**src/design/psct_pkg.sv**
```systemverilog
// Package for the per-source cooldown table.
// Holds table sizing, field widths, opcodes and the controller/datapath interface types.
// No dependencies.
package psct_pkg;

  localparam int TABLE_ENTRIES = 64;
  localparam int IDX_W = $clog2(TABLE_ENTRIES);

  localparam int KEY_W = 32;
  localparam int TIME_W = 63;
  localparam int REM_W = 40;
  localparam int CD_W = 20;

  localparam logic [CD_W-1:0] US_PER_SECOND = CD_W'(1000000);
  localparam logic [CD_W-1:0] COOLDOWN_RESET = CD_W'(900);
  localparam logic [REM_W-1:0] COOLDOWN_US_RESET = REM_W'(900 * 1000000);

  localparam logic OP_CHECK = 1'b0;
  localparam logic OP_COMMIT = 1'b1;

  typedef struct packed {
    logic load;
    logic scan_rd;
    logic eval;
    logic result;
  } psct_cmd_t;

  typedef struct packed {
    logic last_addr;
  } psct_stat_t;

endpackage

```
**src/design/psct_ctrl.sv**
```systemverilog
// Controller state machine for the per-source cooldown table.
// Sequences load, table scan, evaluation and result; depends on psct_pkg.
module psct_ctrl
  import psct_pkg::*;
(
  input  logic       clk,
  input  logic       rst,
  input  logic       start,
  output logic       busy,
  output logic       done,
  output psct_cmd_t  cmd,
  input  psct_stat_t stat
);

  localparam logic [2:0] ST_IDLE   = 3'd0;
  localparam logic [2:0] ST_SCAN   = 3'd1;
  localparam logic [2:0] ST_DRAIN  = 3'd2;
  localparam logic [2:0] ST_EVAL   = 3'd3;
  localparam logic [2:0] ST_RESULT = 3'd4;

  logic [2:0] state;
  logic [2:0] state_next;

  always_comb begin
    state_next = state;
    cmd = '0;
    case (state)
      ST_IDLE: begin
        if (start) begin
          cmd.load = 1'b1;
          state_next = ST_SCAN;
        end
      end
      ST_SCAN: begin
        cmd.scan_rd = 1'b1;
        if (stat.last_addr) begin
          state_next = ST_DRAIN;
        end
      end
      ST_DRAIN: begin
        state_next = ST_EVAL;
      end
      ST_EVAL: begin
        cmd.eval = 1'b1;
        state_next = ST_RESULT;
      end
      ST_RESULT: begin
        cmd.result = 1'b1;
        state_next = ST_IDLE;
      end
      default: begin
        state_next = ST_IDLE;
      end
    endcase
  end

  always_ff @(posedge clk) begin
    if (rst) begin
      state <= ST_IDLE;
      done <= 1'b0;
    end else begin
      state <= state_next;
      done <= cmd.result;
    end
  end

  assign busy = (state != ST_IDLE);

endmodule

```
**config.mk**
```make
export PLATFORM = sky130hd
export DESIGN_NAME = psct_ctrl
export DESIGN_NICKNAME = d
export VERILOG_FILES = /design/src/design/psct_pkg.sv /design/src/design/psct_ctrl.sv
export SDC_FILE = /design/constraint.sdc
export NUM_CORES = 1
export LEC_CHECK = 0
export ABC_AREA = 1
export BUFFER_PORTS_ARGS = -buffer_cell sky130_fd_sc_hd__buf_4
export CAP_MARGIN = 20
export CORE_AREA = 2 2 39 41
export DETAILED_ROUTE_END_ITERATION = 16
export DIE_AREA = 0 0 41 43
export GPL_TIMING_DRIVEN = 0
export PLACE_DENSITY = 0.37
export SYNTH_ARGS = -nofsm -noshare
export SYNTH_HDL_FRONTEND = slang
export SYNTH_SLANG_ARGS = --single-unit
export TNS_END_PERCENT = 100
```
**constraint.sdc**
```tcl
create_clock -name clk -period 1 [get_ports clk]
set_input_delay 0 -clock clk [delete_from_list [all_inputs] [get_ports clk]]
set_output_delay 0 -clock clk [all_outputs]
set_load 0.01 [all_outputs]
```
==> results.sh <==
export IMPL_outcome="completed"
export IMPL_wl_per_cell_um=7.049
export IMPL_num_vias=215
export IMPL_cp_slowest_stage_delay_ps=350
export IMPL_clockPowerShare_pct=31.2
export IMPL_whs_ps=136.5
export IMPL_met2_usage_pct=6.563
export IMPL_synth_top_cell_by_area="dfxtp_1"
export IMPL_synth_main_ff_cell="dfxtp_1"
export IMPL_vdd_drop_max_mv=0.5603
export IMPL_power_switching_uw=192.0
export IMPL_std_cell_rows=14
export IMPL_top_usage_layer="met1"
export IMPL_antenna_left=0
export IMPL_grt_pass1_vias=190
export IMPL_cp_buffers_inverters=1
export IMPL_end_kind="output port"
export IMPL_critPathRequiredTime_ps=1000
export IMPL_finalNetCount=51
export IMPL_max_cap_violations=0
export IMPL_numCtsBuffers=3
export IMPL_leakagePower_uw=0.0001932
export IMPL_tightest_slew_ps=179.8
export IMPL_crit_slowest_cell="dfxtp_4"
export IMPL_setup_ws_ps=34.79
export IMPL_cts_setup_buffers=0
export IMPL_hold_class="in -> reg"
export IMPL_ios=10
export IMPL_fmax_mhz=1036
export IMPL_seqPwrFrac_pct=35.2
export IMPL_clockBufferDepth=2
export IMPL_grtUsageMet3_pct=3.141
export IMPL_synth_top_area_share_pct=40.76
export IMPL_synth_cells=32
export IMPL_routed_via_density=3.525
export IMPL_rsz0062_at_grt="yes"
export IMPL_syn_nets=36
export IMPL_gr_total_overflow=0
export IMPL_grt_max_degree=7
export IMPL_dp_slack_ps=152.1
export IMPL_synth_edf_count=0
export IMPL_synth_common_cells="10 x inv_1, 5 x nand2_1, 5 x nor2_1"
export IMPL_clock_sinks=4
export IMPL_clk_pin_slew_ps=30
export IMPL_drtIter0Drc=4
export IMPL_cp_top_family="flip-flops"
export IMPL_path_cells="nor2_4 -> nand2_2 -> nor2_1 -> buf_4"
export IMPL_comb_power_share_pct=33.6
export IMPL_synth_area_per_cell_um2=6.139
export IMPL_path_max_fanout=5
export IMPL_stdcell_count=61
export IMPL_finalWirelength_um=430
export IMPL_dieArea_um2=1763
export IMPL_dpl_cell_count=57
export IMPL_grt_first_pass_wirelength_um=696
export IMPL_slew_headroom_pct=88.01
export IMPL_clkLatencyLatePin_ps=230
export IMPL_root_buffer="clkbuf_4"
export IMPL_numPortBuffers=9
export IMPL_critPathKind="reg -> out"
export IMPL_cts_tree="built"
export IMPL_yosysWarnings=0
export IMPL_synthesis_area_um2=196.4
export IMPL_p_per_area_nw_per_um2=1740
export IMPL_crit_path_start_kind="flip-flop"
export IMPL_die_h_um=43
export IMPL_setup_viol=0
export IMPL_final_layout_size_suffix_gt1_share_pct=48.89
export IMPL_p_total_uw=609.6
export IMPL_synth_seq_cells=4
export IMPL_first_pass_iters=2
export IMPL_initial_utilization_pct=14.20
export IMPL_route_detailed_drc=0
export IMPL_grt_usage_pct=6.426
export IMPL_clock_skew_final_ps=1.651
export IMPL_min_period_ps=965.2
export IMPL_synth_distinct_cells=8
export IMPL_dp_hpwl_um=315.8
export IMPL_hold_violations=0
export IMPL_diodes=0
export IMPL_area_growth_pct=78.34
export IMPL_slew_viol_final=0
export IMPL_met1_usage_pct=8.039
export IMPL_p_int_uw=417.7
export IMPL_seq_area_frac_synth_pct=40.76
export IMPL_cts_htree_levels=1
export IMPL_synthMostInstantiatedCell="inv_1"
export IMPL_die_w_um=41
export IMPL_finalCritPeriodShare_pct=96.52
export IMPL_antenna_found_initial=0
export IMPL_arrival_ps=970
export IMPL_place_gp_congestion=0.6850
export IMPL_swShare_pct=31.49
export IMPL_synthTopCellsByArea="dfxtp_1 41%, inv_1 19%, nand2_1 9.6%"
export IMPL_core_um2=1384
export IMPL_asyncSetResetFlopFracSynth_pct=0
-- layout make-up --
cell class | count | area [µm²]
clock buffer | 3 | 22.52
sequential | 4 | 91.34
tap | 16 | 20.02
inverter | 10 | 40.04
fill | 161 | 1033
timing repair buffer | 10 | 77.57
multi-input combinational | 18 | 98.84
-- power groups by stage --
| stage | clock [µW] | sequential (µW) | combinational [µW] |
|---|---|---|---|
| after floorplan | 0 | 196 | 108 |
| after global placement | 0 | 202 | 180 |
| after detailed placement | 0 | 200 | 180 |
| after CTS | 203 | 206 | 195 |
| after global routing | 216 | 218 | 228 |
| final | 191 | 214 | 205 |
-- layer usage --
layer | vias up | part of all wire [%]
met4 | 0 | 0
met1 | 86 | 50
met3 | 0 | 6.7
li1 | 123 | -
met2 | 6 | 43
met5 | - | 0
-- sequential cells by signal, summed over array words and instances, names as in the netlist --
name and count:
state 3, done 1
-- cells by family (layout without fill, tap and decap cells) --
kind of cell	after synthesis	count (layout)	share of synthesized area (%)
buffers and inverters	10	23	19.11
flip-flops	4	4	40.77
AND/OR/NAND/NOR	17	17	37.58
AO/OA/AOI/OAI	1	1	2.545
-- per-stage QoR --
stage / util (%) / setup TNS, ps / instance area (µm²)
4_1_cts: 23.96 / 0 / 331.6
3_5_place_dp: 20.52 / 0 / 284.0
3_3_place_gp: 20.52 / 0 / 284.0
6_report: 25.32 / 0 / 350.3
5_1_grt: 25.32 / -37.18 / 350.3
2_1_floorplan: - / 0 / 196.4
-- worst paths after layout --
path,start,to,slack [ps],cells after the start
setup / recovery,state[0],cmd[3],30,4
hold / removal,stat,state[1],140,5
setup reg to reg,state[0],state[1],190,3
hold reg to reg,state[2],state[2],490,1
-- worst min-delay path: stages --
cell and delay (ps):
buf_4 80, inv_1 30, nand3_1 90, inv_1 40
nor2_1 80
-- repair_timing --
item                                    in CTS  in global routing
endpoints found under the setup margin       3                  4
hold buffers                                 1                  0
resized for setup                            5                  9
hold endpoints to repair                     2                  0
pin swaps                                    1                  0
-- layout by cell type, fill, tap and decap left out --
master	n
buf_4	9
nand2_1	3
nor2_2	2
nor3_2	1
nor3_1	2
inv_4	1
nor2_1	3
clkbuf_4	3
nor2_4	1
inv_1	9
dfxtp_4	3
nand2_2	2
dfxtp_1	1
nand3_1	3
a21oi_1	1
dlygate4sd3_1	1
No activity file was read; power rests on OpenSTA's default activity.
